--- src/rtl/ammc_pkg.sv ---
`default_nettype none

package ammc_pkg;

    localparam int ACCEL_W = 20;
    localparam int SUM_W   = 25;
    localparam int THR_W   = 19;
    localparam int RECIP_W = 16;
    localparam int SCALE_W = 22;
    localparam int PROD_W  = 36;
    localparam int CFG_W   = 19;
    localparam int IN_TDATA_W  = 64;
    localparam int OUT_TDATA_W = 128;

    localparam logic signed [SUM_W-1:0] SUM_MAX = 25'sh0FFFFFF;
    localparam logic signed [SUM_W-1:0] SUM_MIN = 25'sh1000000;
    localparam logic [SCALE_W-1:0] SCALE_MAX = 22'h3FFFFF;

    localparam logic [THR_W-1:0]   THR_RESET   = 19'd9728;
    localparam logic [RECIP_W-1:0] RECIP_RESET = 16'd6683;

    typedef enum logic [0:0] {
        REG_GRAVITY_THRESHOLD  = 1'b0,
        REG_GRAVITY_RECIPROCAL = 1'b1
    } cfg_reg_t;

    // per-stage load enables shared by all lanes
    typedef struct packed {
        logic accept;
        logic block_end;
        logic ld1;
        logic ld2;
        logic ld3;
        logic ld4;
        logic ld5;
        logic upd;
    } ammc_ctl_t;

    typedef struct packed {
        logic                      ok;
        logic signed [ACCEL_W-1:0] avg;
        logic signed [ACCEL_W-1:0] bias;
        logic [PROD_W-1:0]         prod;
    } lane_res_t;

    // (prod + 1024) >> 11, clipped to 22 bits
    function automatic logic [SCALE_W-1:0] scale_round(input logic [PROD_W-1:0] p);
        logic [PROD_W:0] r;
        r = {1'b0, p} + (PROD_W+1)'(1024);
        if (r[PROD_W:11] > (PROD_W-10)'(SCALE_MAX)) begin
            return SCALE_MAX;
        end
        return r[SCALE_W+10:11];
    endfunction

endpackage

`default_nettype wire

--- src/rtl/ammc_merge.sv ---
`default_nettype none

module ammc_merge (
    input  wire                                   aclk,
    input  wire logic                             ld,
    input  wire logic                             block_end,
    input  wire logic [ammc_pkg::THR_W-1:0]       thr,
    input  ammc_pkg::lane_res_t                   res_x,
    input  ammc_pkg::lane_res_t                   res_y,
    input  ammc_pkg::lane_res_t                   res_z,
    output logic                                  done_res,
    output logic [ammc_pkg::OUT_TDATA_W-1:0]      result
);
    import ammc_pkg::*;

    logic [ACCEL_W:0]         az;
    logic                     done_next;
    logic [OUT_TDATA_W-1:0]   result_next;
    logic                     done_reg;
    logic [OUT_TDATA_W-1:0]   result_reg;

    always_comb begin
        az = res_z.avg[ACCEL_W-1] ? ((ACCEL_W+1)'(0) - (ACCEL_W+1)'(res_z.avg))
                                  : (ACCEL_W+1)'(res_z.avg);
        done_next = block_end && res_x.ok && res_y.ok && res_z.ok
                    && (az > (ACCEL_W+1)'(thr));
        result_next = '0;
        if (done_next) begin
            result_next = {2'b00,
                           scale_round(res_z.prod),
                           scale_round(res_y.prod),
                           scale_round(res_x.prod),
                           res_z.bias,
                           res_y.bias,
                           res_x.bias};
        end
    end

    always_ff @(posedge aclk) begin
        if (ld) begin
            done_reg   <= done_next;
            result_reg <= result_next;
        end
    end

    assign done_res = done_reg;
    assign result   = result_reg;

endmodule

`default_nettype wire
--- config.mk ---
export PLATFORM = sky130hd
export DESIGN_NAME = ammc_merge
export DESIGN_NICKNAME = d
export VERILOG_FILES = /design/src/rtl/ammc_pkg.sv /design/src/rtl/ammc_merge.sv
export SDC_FILE = /design/constraint.sdc
export NUM_CORES = 1
export LEC_CHECK = 0
export BUFFER_PORTS_ARGS = -buffer_cell sky130_fd_sc_hd__buf_2
export CAP_MARGIN = 10
export CORE_AREA = 2 2 149 151
export DETAILED_ROUTE_END_ITERATION = 6
export DIE_AREA = 0 0 151 153
export GPL_TIMING_DRIVEN = 0
export SETUP_SLACK_MARGIN = 0.4
export SYNTH_ARGS = -nofsm -noshare
export SYNTH_HDL_FRONTEND = slang
export SYNTH_SLANG_ARGS = --single-unit
--- constraint.sdc ---
create_clock -name aclk -period 6.74 [get_ports aclk]
set_input_delay 0.674 -clock aclk [delete_from_list [all_inputs] [get_ports aclk]]
set_output_delay 0.674 -clock aclk [all_outputs]
set_load 0.02 [all_outputs]
==> impl_metrics.csv <==
group,metric,value,unit
status,status,"completed",
global_routing,overflow,0,
clock_network,hold_buffers,0,
layout,fill_cells,2121,
clock_network,cts-buffers-inserted,17,
sta,slew_violations,0,
logic_synthesis,yosysWarnings,0,
floorplan,core_area,21500,µm²
worst_setup_path,crit_arrival,4580,ps
power_and_ir_drop,ir_worst_vdd,0.132,mV
power_and_ir_drop,clkPwrFrac,41.2,%
layout,final_common_cell,"buf_2",
global_routing,antenna_found_initial,8,
hold_path,hold_class,"in -> reg",
logic_synthesis,synth_top_area_share,51.7,%
power_and_ir_drop,p_leak,0.00390,µW
route,drt_first_pass_iters,4,
route,remaining_drc_errors,0,
logic_synthesis,synth_top_area_cell,"edfxtp_1",
hold_path,hp-start,"res_y[51]",
route,via_per_inst,4.84,
layout,largest_register_ffs,126,
clock_network,clkTransAtPathRegs,60,ps
placed_design,place_ws,1860,ps
power_and_ir_drop,sw_frac_of_total,27.1,%
global_routing,grt_max_degree,85,
power_and_ir_drop,power_frac_seq,41.3,%
sta,setup_viol,0,
worst_setup_path,required,6900,ps
power_and_ir_drop,combPwrFrac,17.5,%
clock_network,cts_setup_buffers,0,
route,vias,6281,
logic_synthesis,synthDistinctLibCells,44,
worst_setup_path,worstSetupStartpointType,"input pin",
worst_setup_path,crit_path_max_fanout,10,
layout,area_growth,34.4,%
sta,rsz0062_at_grt,"no",
clock_network,cts_tree,"done",
logic_synthesis,avgSynthCellArea,11.0,µm²
sta,fin_ws,2320,ps
worst_setup_path,path_class,"in -> reg",
worst_setup_path,critPathLaunch,"res_z[60]",
sta,max_freq,226,MHz
power_and_ir_drop,p_per_area,226,nW/µm²
sta,tns,0,ps
route,wl,21000,µm
floorplan,num_rows,54,
layout,fin_cells,1298,
worst_setup_path,critPathBufInv,4,
worst_setup_path,path_cells,"buf_2 > or3_1 > or3_1 > o41ai_1 > xnor2_1 > ha_1 > a21oi_1 > nor2b_1 > o21ai_0 > o21ai_0 > nor4bb_1 > clkbuf_1 > clkbuf_1 > buf_2 > nor3_2",
power_and_ir_drop,power.switching,607,µW
global_routing,grt_first_pass_wirelength,31700,µm
hold_path,hold_depth,2,
sta,min_period,4420,ps
floorplan,start_util,34.3,%
power_and_ir_drop,p_total,2240,µW
sta,relSlewSlack,31.1,%
floorplan,die_y,153,µm
layout,final_cell_mix,"320 x buf_2, 127 x edfxtp_1, 72 x nor2_1, 62 x nor3b_1, 58 x xnor2_1",
logic_synthesis,seq_area_frac_synth,51.7,%
clock_network,clk_path_buf_depth,2,
logic_synthesis,syn_area,7380,µm²
worst_setup_path,cp_top_family,"buffers and inverters",
logic_synthesis,synth_seq_cells,127,
clock_network,cts_resized,0,
sta,worst_pin_slew,1030,ps
route,wl_per_cell,16.1,µm
clock_network,cts_sinks,127,
route,drtIter0Drc,323,
worst_setup_path,cpPeakStageDelay,540,ps
placed_design,placed_cells,1261,
logic_synthesis,synthTopCellsByArea,"edfxtp_1 52%, xnor2_1 6.9%, nor3b_1 6.3%",
floorplan,ios,382,
route,ant_nets,0,
layout,nets,1276,
sta,period_share,65.6,%
placed_design,place_congestion,0.876,
power_and_ir_drop,p_int,1640,µW
sta,hold_viol,0,
global_routing,grt_use_total,18.0,%
logic_synthesis,syn_inst,671,
worst_setup_path,slowest_stage,"clkbuf_1",
global_routing,grt_pass1_vias,5944,
clock_network,htreeDepth,4,
placed_design,port_buffers,308,
layout,drive_gt1_share,38.6,%
floorplan,die_area,23100,µm²
floorplan,die_x,151,µm
run,maxCapViolCount,0,
placed_design,post-dp-hpwl,16700,µm
hold_path,hold_path_end,"result[35]",
clock_network,root_buffer,"clkbuf_16",
worst_setup_path,endpoint_kind,"flip-flop",
## per-stage QoR
stage | instance area, µm² | util [%] | hold slack, ps
after floorplan | 7380 | - | 786
after global placement | 9280 | 43.2 | 1030
after detailed placement | 9310 | 43.3 | 1040
after CTS | 9900 | 46.1 | 585
after global routing | 9910 | 46.1 | 601
final | 9920 | 46.2 | 613
## Yosys cell counts (all sizes together)
| cell type | count |
|---|---|
| a211oi | 21 |
| a21o | 2 |
| a21oi | 9 |
| a311oi | 1 |
| a31o | 1 |
| a41oi | 1 |
| and2 | 1 |
| and3 | 8 |
| and3b | 1 |
| and4 | 6 |
| and4b | 1 |
| buf | 20 |
| clkbuf | 20 |
| conb | 1 |
| edfxtp | 127 |
| ha | 23 |
| inv | 24 |
| mux2i | 3 |
| nand2 | 34 |
| nand2b | 2 |
| nand3 | 29 |
| nand3b | 1 |
| nand4 | 25 |
| nand4b | 1 |
| nor2 | 72 |
| nor2b | 3 |
| nor3 | 55 |
| nor3b | 62 |
| nor4 | 6 |
| nor4bb | 3 |
| o21a | 2 |
| o21ai | 13 |
| o31ai | 3 |
| o41ai | 4 |
| or2 | 3 |
| or3 | 5 |
| or4 | 2 |
| xnor2 | 58 |
| xor2 | 18 |
## power by group through the flow
stage,registers (µW),clock network [µW],logic [µW]
global placement,946,0,392
finish,927,924,394
detailed placement,943,0,397
CTS,928,951,398
floorplan,1010,0,151
global route,932,980,432
## metal layers
| layer | track usage, % | wire (µm) | vias to the layer above |
|---|---|---|---|
| met1 | 21.3 | 8550 | 2879 |
| met5 | 0 | 34 | - |
| met2 | 30.2 | 10200 | 227 |
| li1 | - | - | 3143 |
| met3 | 6.63 | 1820 | 26 |
| met4 | 5.43 | 341 | 6 |
## final cells by class
class	instances	area [µm²]	area share (%)
well taps	280	350	3.53
flip-flops and latches	127	3810	38.5
clock buffers	18	429	4.33
inverters	24	90.1	0.908
repair buffers	309	1580	15.9
multi-input cells	481	3280	33.0
diodes	5	12.5	0.126
plain buffers	40	204	2.06
clock inverters	14	166	1.68
## worst max path at each step
stage	end	slack (ps)	depth (start not counted)
global placement	result[63]	1810	15
floorplan	result[100]	2810	14
detailed placement	result[99]	1860	15
global route	result[71]	2000	15
finish	result[72]	2320	15
CTS	result[62]	2290	15
## cell families after synthesis
kind of cell / synth area share, %
xor+xnor: 9.02
compound gates: 5.17
mux: 0.407
other cells: 0.0508
fa+ha+maj: 3.90
buf+inv: 3.98
flops: 51.7
simple gates: 25.8
(Power assumes the default switching activity.)
