File: src/rtl/ammc_pkg.sv
`default_nettype none

package ammc_pkg;

    localparam int ACCEL_W = 20;
    localparam int SUM_W   = 25;
    localparam int THR_W   = 19;
    localparam int RECIP_W = 16;
    localparam int SCALE_W = 22;
    localparam int PROD_W  = 36;
    localparam int CFG_W   = 19;
    localparam int IN_TDATA_W  = 64;
    localparam int OUT_TDATA_W = 128;

    localparam logic signed [SUM_W-1:0] SUM_MAX = 25'sh0FFFFFF;
    localparam logic signed [SUM_W-1:0] SUM_MIN = 25'sh1000000;
    localparam logic [SCALE_W-1:0] SCALE_MAX = 22'h3FFFFF;

    localparam logic [THR_W-1:0]   THR_RESET   = 19'd9728;
    localparam logic [RECIP_W-1:0] RECIP_RESET = 16'd6683;

    typedef enum logic [0:0] {
        REG_GRAVITY_THRESHOLD  = 1'b0,
        REG_GRAVITY_RECIPROCAL = 1'b1
    } cfg_reg_t;

    // per-stage load enables shared by all lanes
    typedef struct packed {
        logic accept;
        logic block_end;
        logic ld1;
        logic ld2;
        logic ld3;
        logic ld4;
        logic ld5;
        logic upd;
    } ammc_ctl_t;

    typedef struct packed {
        logic                      ok;
        logic signed [ACCEL_W-1:0] avg;
        logic signed [ACCEL_W-1:0] bias;
        logic [PROD_W-1:0]         prod;
    } lane_res_t;

    // (prod + 1024) >> 11, clipped to 22 bits
    function automatic logic [SCALE_W-1:0] scale_round(input logic [PROD_W-1:0] p);
        logic [PROD_W:0] r;
        r = {1'b0, p} + (PROD_W+1)'(1024);
        if (r[PROD_W:11] > (PROD_W-10)'(SCALE_MAX)) begin
            return SCALE_MAX;
        end
        return r[SCALE_W+10:11];
    endfunction

endpackage

`default_nettype wire

File: src/rtl/ammc_lane.sv
`default_nettype none

module ammc_lane #(
    parameter int BLOCK_LEN = 20
) (
    input  wire                                  aclk,
    input  wire                                  aresetn,
    input  ammc_pkg::ammc_ctl_t                  ctl,
    input  wire logic signed [ammc_pkg::ACCEL_W-1:0] accel,
    input  wire logic [ammc_pkg::THR_W-1:0]      thr,
    input  wire logic [ammc_pkg::RECIP_W-1:0]    recip,
    output ammc_pkg::lane_res_t                  res
);
    import ammc_pkg::*;

    // exact floor(x / BLOCK_LEN) for x < 2^25 via ceil reciprocal
    localparam int L_BITS = $clog2(BLOCK_LEN);
    localparam int SHIFT  = SUM_W + L_BITS;
    localparam int MUL_W  = 27;
    localparam logic [MUL_W-1:0] DIV_RECIP =
        MUL_W'(((64'd1 << SHIFT) + 64'(BLOCK_LEN) - 64'd1) / 64'(BLOCK_LEN));
    localparam int DP_W = SUM_W + MUL_W;

    logic signed [SUM_W-1:0]   sum_reg;
    logic signed [SUM_W:0]     acc_wide;
    logic signed [SUM_W-1:0]   acc_sat;
    logic signed [SUM_W-1:0]   p1_sum_reg;
    logic [SUM_W-1:0]          mag;
    logic [DP_W-1:0]           p2_prod_reg;
    logic                      p2_neg_reg;
    logic [DP_W-1:0]           shifted;
    logic [ACCEL_W:0]          qn;
    logic signed [ACCEL_W-1:0] p3_avg_reg;
    logic signed [ACCEL_W-1:0] max_reg;
    logic signed [ACCEL_W-1:0] min_reg;
    logic signed [ACCEL_W-1:0] max_next;
    logic signed [ACCEL_W-1:0] min_next;
    logic signed [ACCEL_W-1:0] p4_max_reg;
    logic signed [ACCEL_W-1:0] p4_min_reg;
    logic signed [ACCEL_W-1:0] p4_avg_reg;
    logic signed [ACCEL_W:0]   pair_sum;
    logic signed [ACCEL_W:0]   span;
    logic signed [ACCEL_W-1:0] thr_s;
    logic signed [ACCEL_W-1:0] neg_thr;
    logic                      ok_next;
    logic [PROD_W-1:0]         prod_next;
    lane_res_t                 p5_reg;

    // accumulate with saturation
    always_comb begin
        acc_wide = (SUM_W+1)'(sum_reg) + (SUM_W+1)'(accel);
        if (acc_wide > (SUM_W+1)'(SUM_MAX)) begin
            acc_sat = SUM_MAX;
        end else if (acc_wide < (SUM_W+1)'(SUM_MIN)) begin
            acc_sat = SUM_MIN;
        end else begin
            acc_sat = acc_wide[SUM_W-1:0];
        end
    end

    always_ff @(posedge aclk) begin
        if (!aresetn) begin
            sum_reg <= '0;
        end else if (ctl.accept) begin
            sum_reg <= ctl.block_end ? '0 : acc_sat;
        end
    end

    always_ff @(posedge aclk) begin
        if (ctl.ld1) begin
            p1_sum_reg <= acc_sat;
        end
    end

    // magnitude times reciprocal
    assign mag = p1_sum_reg[SUM_W-1] ? SUM_W'(-p1_sum_reg) : SUM_W'(p1_sum_reg);

    always_ff @(posedge aclk) begin
        if (ctl.ld2) begin
            p2_prod_reg <= DP_W'(mag) * DP_W'(DIV_RECIP);
            p2_neg_reg  <= p1_sum_reg[SUM_W-1];
        end
    end

    // truncate toward zero: restore the sign after the unsigned quotient
    always_comb begin
        shifted = p2_prod_reg >> SHIFT;
        qn = p2_neg_reg ? ((ACCEL_W+1)'(0) - shifted[ACCEL_W:0]) : shifted[ACCEL_W:0];
    end

    always_ff @(posedge aclk) begin
        if (ctl.ld3) begin
            p3_avg_reg <= qn[ACCEL_W-1:0];
        end
    end

    // running extremes of block averages
    assign max_next = (p3_avg_reg > max_reg) ? p3_avg_reg : max_reg;
    assign min_next = (p3_avg_reg < min_reg) ? p3_avg_reg : min_reg;

    always_ff @(posedge aclk) begin
        if (!aresetn) begin
            max_reg <= '0;
            min_reg <= '0;
        end else if (ctl.upd) begin
            max_reg <= max_next;
            min_reg <= min_next;
        end
    end

    always_ff @(posedge aclk) begin
        if (ctl.ld4) begin
            p4_max_reg <= max_next;
            p4_min_reg <= min_next;
            p4_avg_reg <= p3_avg_reg;
        end
    end

    // bias, span product and threshold check
    always_comb begin
        thr_s     = $signed({1'b0, thr});
        neg_thr   = ACCEL_W'(0) - thr_s;
        pair_sum  = (ACCEL_W+1)'(p4_max_reg) + (ACCEL_W+1)'(p4_min_reg);
        span      = (ACCEL_W+1)'(p4_max_reg) - (ACCEL_W+1)'(p4_min_reg);
        prod_next = PROD_W'(span[ACCEL_W-1:0]) * PROD_W'(recip);
        ok_next   = (p4_max_reg >= thr_s) && (p4_min_reg <= neg_thr);
    end

    always_ff @(posedge aclk) begin
        if (ctl.ld5) begin
            p5_reg.ok   <= ok_next;
            p5_reg.avg  <= p4_avg_reg;
            p5_reg.bias <= pair_sum[ACCEL_W:1];
            p5_reg.prod <= prod_next;
        end
    end

    assign res = p5_reg;

endmodule

`default_nettype wire

File: config.mk
export PLATFORM = sky130hd
export DESIGN_NAME = ammc_lane
export DESIGN_NICKNAME = d
export VERILOG_FILES = /design/src/rtl/ammc_pkg.sv /design/src/rtl/ammc_lane.sv
export SDC_FILE = /design/constraint.sdc
export NUM_CORES = 2
export LEC_CHECK = 0
export BUFFER_PORTS_ARGS = -buffer_cell sky130_fd_sc_hd__buf_2
export CAP_MARGIN = 10
export CORE_ASPECT_RATIO = 1.25
export CORE_UTILIZATION = 41
export CTS_BUF_LIST = sky130_fd_sc_hd__clkbuf_4 sky130_fd_sc_hd__clkbuf_8 sky130_fd_sc_hd__clkbuf_16
export DETAILED_ROUTE_END_ITERATION = 16
export SLEW_MARGIN = 15
export SYNTH_ARGS = -nofsm -noshare
export SYNTH_HDL_FRONTEND = slang
export SYNTH_SLANG_ARGS = --single-unit
File: constraint.sdc
create_clock -name aclk -period 22.7 [get_ports aclk]
set_input_delay 2.27 -clock aclk [delete_from_list [all_inputs] [get_ports aclk]]
set_output_delay 2.27 -clock aclk [all_outputs]
set_load 0.05 [all_outputs]
==> results by group <==
Status
  – Status: finished clean

STA
  – Unrepaired setup endpoints after global routing: no
  – Fin. Hold Viols: 0
  – Slew HR: 29.5%
  – Final min period: 9.18 ns
  – Peak Freq: 109 MHz
  – Clock skew: 0.0369 ns
  – Worst Tran Pin Value: 1.05 ns
  – TNS Setup: 0 ns
  – Final setup vio count: 0
  – Final period util: 40.5%
  – Slew Viols, Final: 0

Yosys
  – Post-Syn Nets: 4721
  – EDFF count, synth: 203
  – Top-area cell type share of the netlist area: 26.8%
  – Post-Syn Area: 0.0362 sq mm
  – Post-synth ARST share: 0%
  – Cell count after synthesis: 3660
  – Synthesis-stage register bit count: 268
  – Ys flop type: edfxtp_1
  – Yosys warning total: 0
  – Top cells by area, synth: fa_1, ha_1, edfxtp_1, inv_1, dfxtp_1
  – Syn_area_per_cell: 9.90 sq um
  – Cell taking the most area after synthesis: fa_1
  – Seq/Total Area, Yosys: 20.4%
  – Post-synth cell types: 81

Placement
  – Post-DP HPWL: 71.6 mm
  – PortBufs: 141
  – Final Wtd Congestion: 0.895

Worst setup path
  – R2R depth: 30
  – Register-to-register setup slack: 13.52 ns
  – Required time of the critical path: 23.03 ns
  – Critical R2R Capture: res[34]
  – Crit-path max FO: 16
  – Max incr delay on CP: 0.75 ns
  – Worst Setup Path Type: reg -> reg
  – Most frequent CP cell: fa_1
  – Reg-to-reg startpoint: p4_max_reg[0]
  – Crit-path slowest cell: nor2_2
  – Worst Setup End Kind: flop
  – Critical Path AT: 9.51 ns
  – Crit start category: flop

Die
  – Die H: 334 um
  – Core area: 0.0874 sq mm
  – Die ar.: 0.0896 sq mm
  – Initial Util: 41.5%
  – # IOs: 142
  – Chip Width: 268 um
  – Row cnt: 121

CTS
  – H-tree depth: 2
  – Root Driver: clkbuf_16
  – CTS resizes: 0
  – Clock buffer depth: 3
  – Post-CTS setup buffer count: 0
  – Clock latency on the worst-skew pair: 0.58 ns
  – CTS tree: built
  – # hold bufs at CTS: 0
  – Clk sinks: 268
  – Clk slew on worst S/H paths: 0.06 ns
  – Inserted Clock Buffers: 34

Global route
  – All-Layer GR Usage: 20.1%
  – Grt total ovfl: 0
  – Initial antenna violation count: 1
  – Pin count of the biggest net entering global routing: 63
  – Global-route wire length before repair: 140 mm
  – Number of global-route vias before repair: 26252

Route
  – Drt drc: 0
  – WL final: 87.6 mm
  – Vias: 25190
  – 1st-pass router iterations: 5
  – DR vias/cell: 5.08
  – Initial drt markers: 1061
  – Post-route ant nets: 0
  – DR WL/cell: 17.7 um

Worst hold path
  – Hold_sp: p4_avg_reg[10]
  – Hold endpoint: res[66]
  – Min-delay worst type: reg -> reg
  – Worst hold path depth: 0

Layout
  – Share of post-route cells with drive strength above 1: 8.54%
  – Highest-count cells in the layout ignoring fill and taps: inv_1, ha_1, fa_1
  – Diode count: 0
  – Final nets: 4829
  – Max reg flops: 77
  – Most common cell after layout, fill and taps aside: inv_1
  – P&R area growth vs syn: 8.81%

Flow run
  – Max Cap Viol: 0
==> metal layers <==
metal | track usage [%] | wire (um)
met1 | 23.2 | 35000
met2 | 38.1 | 46600
met3 | 2.09 | 2990
met4 | 6.74 | 2990
met5 | 0 | 9
==> critical path: cells and delay by family, from the launching register on <==
family | cells | cell delay (ns)
adders and majority gates | 9 | 4.02
AOI/OAI and AO/OA | 11 | 2.84
and+or+nand+nor | 4 | 1.20
DFF | 1 | 0.39
buffers and inverters | 5 | 0.30
xor gates and xnor gates | 1 | 0.15
==> Yosys cell counts, drive strengths merged (15+ instances only) <==
| master | count |
|---|---|
| inv | 734 |
| ha | 511 |
| fa | 485 |
| nand2 | 278 |
| edfxtp | 203 |
| nor2 | 129 |
| and2 | 128 |
| xnor2 | 122 |
| o21ai | 118 |
| a21oi | 94 |
| clkbuf | 89 |
| nor2b | 74 |
| a21o | 67 |
| dfxtp | 65 |
| mux2i | 43 |
| nor3 | 43 |
| nand4 | 39 |
| xor2 | 38 |
| and3 | 36 |
| nand3 | 31 |
| nand2b | 30 |
| o21a | 28 |
| a31oi | 24 |
| buf | 24 |
| mux2 | 22 |
| o21bai | 22 |
| o211ai | 21 |
| a211oi | 16 |
| a31o | 16 |
| or4b | 15 |
==> stage by stage <==
step | util (%) | std cells | instance area [sq um] | hold WS, ns | setup WS (ns)
after global placement | 43.9 | 4900 | 38300 | 0.401 | 13.63
after CTS | 45.1 | 4961 | 39400 | 0.408 | 13.48
after detailed placement | 43.9 | 4900 | 38300 | 0.405 | 13.49
after floorplan | - | 3660 | 36200 | 0.400 | 14.36
after global routing | 45.1 | 4961 | 39400 | 0.430 | 12.94
final | 45.1 | 4961 | 39400 | 0.408 | 13.52
==> cell families after synthesis <==
logic type / after synthesis / share of synthesized area, %
AND/OR/NAND/NOR: 860 / 12.1
flip-flops: 268 / 20.4
adder cells (fa/ha/maj): 996 / 44.4
XOR/XNOR: 160 / 3.87
buffers and inverters: 847 / 8.89
multiplexers: 65 / 1.89
AO/OA/AOI/OAI: 464 / 8.42
==> final cells by class <==
type                    instances  area [sq um]
repair buffers                185          1040
fillers                      8428         47900
multi-input cells            2545         25700
clock inverters                19           185
flip-flops and latches        268          7400
well taps                    1168          1460
clock buffers                  42           930
inverters                     734          2760
==> how the worst max path moves through the flow <==
stage	endpoint	from	slack, ns	cells after the start
floorplan	res[34]	recip[3]	14.36	22
finish	res[34]	p4_max_reg[0]	13.52	30
global route	res[35]	p4_max_reg[0]	12.94	33
global placement	res[32]	p4_max_reg[0]	13.63	30
detailed placement	res[34]	p4_max_reg[0]	13.49	30
CTS	res[34]	p4_max_reg[0]	13.48	30
Power is left out: the tool's default activity adds up to more than one toggle a clock period on the data nets, which glitch-free logic cannot reach.
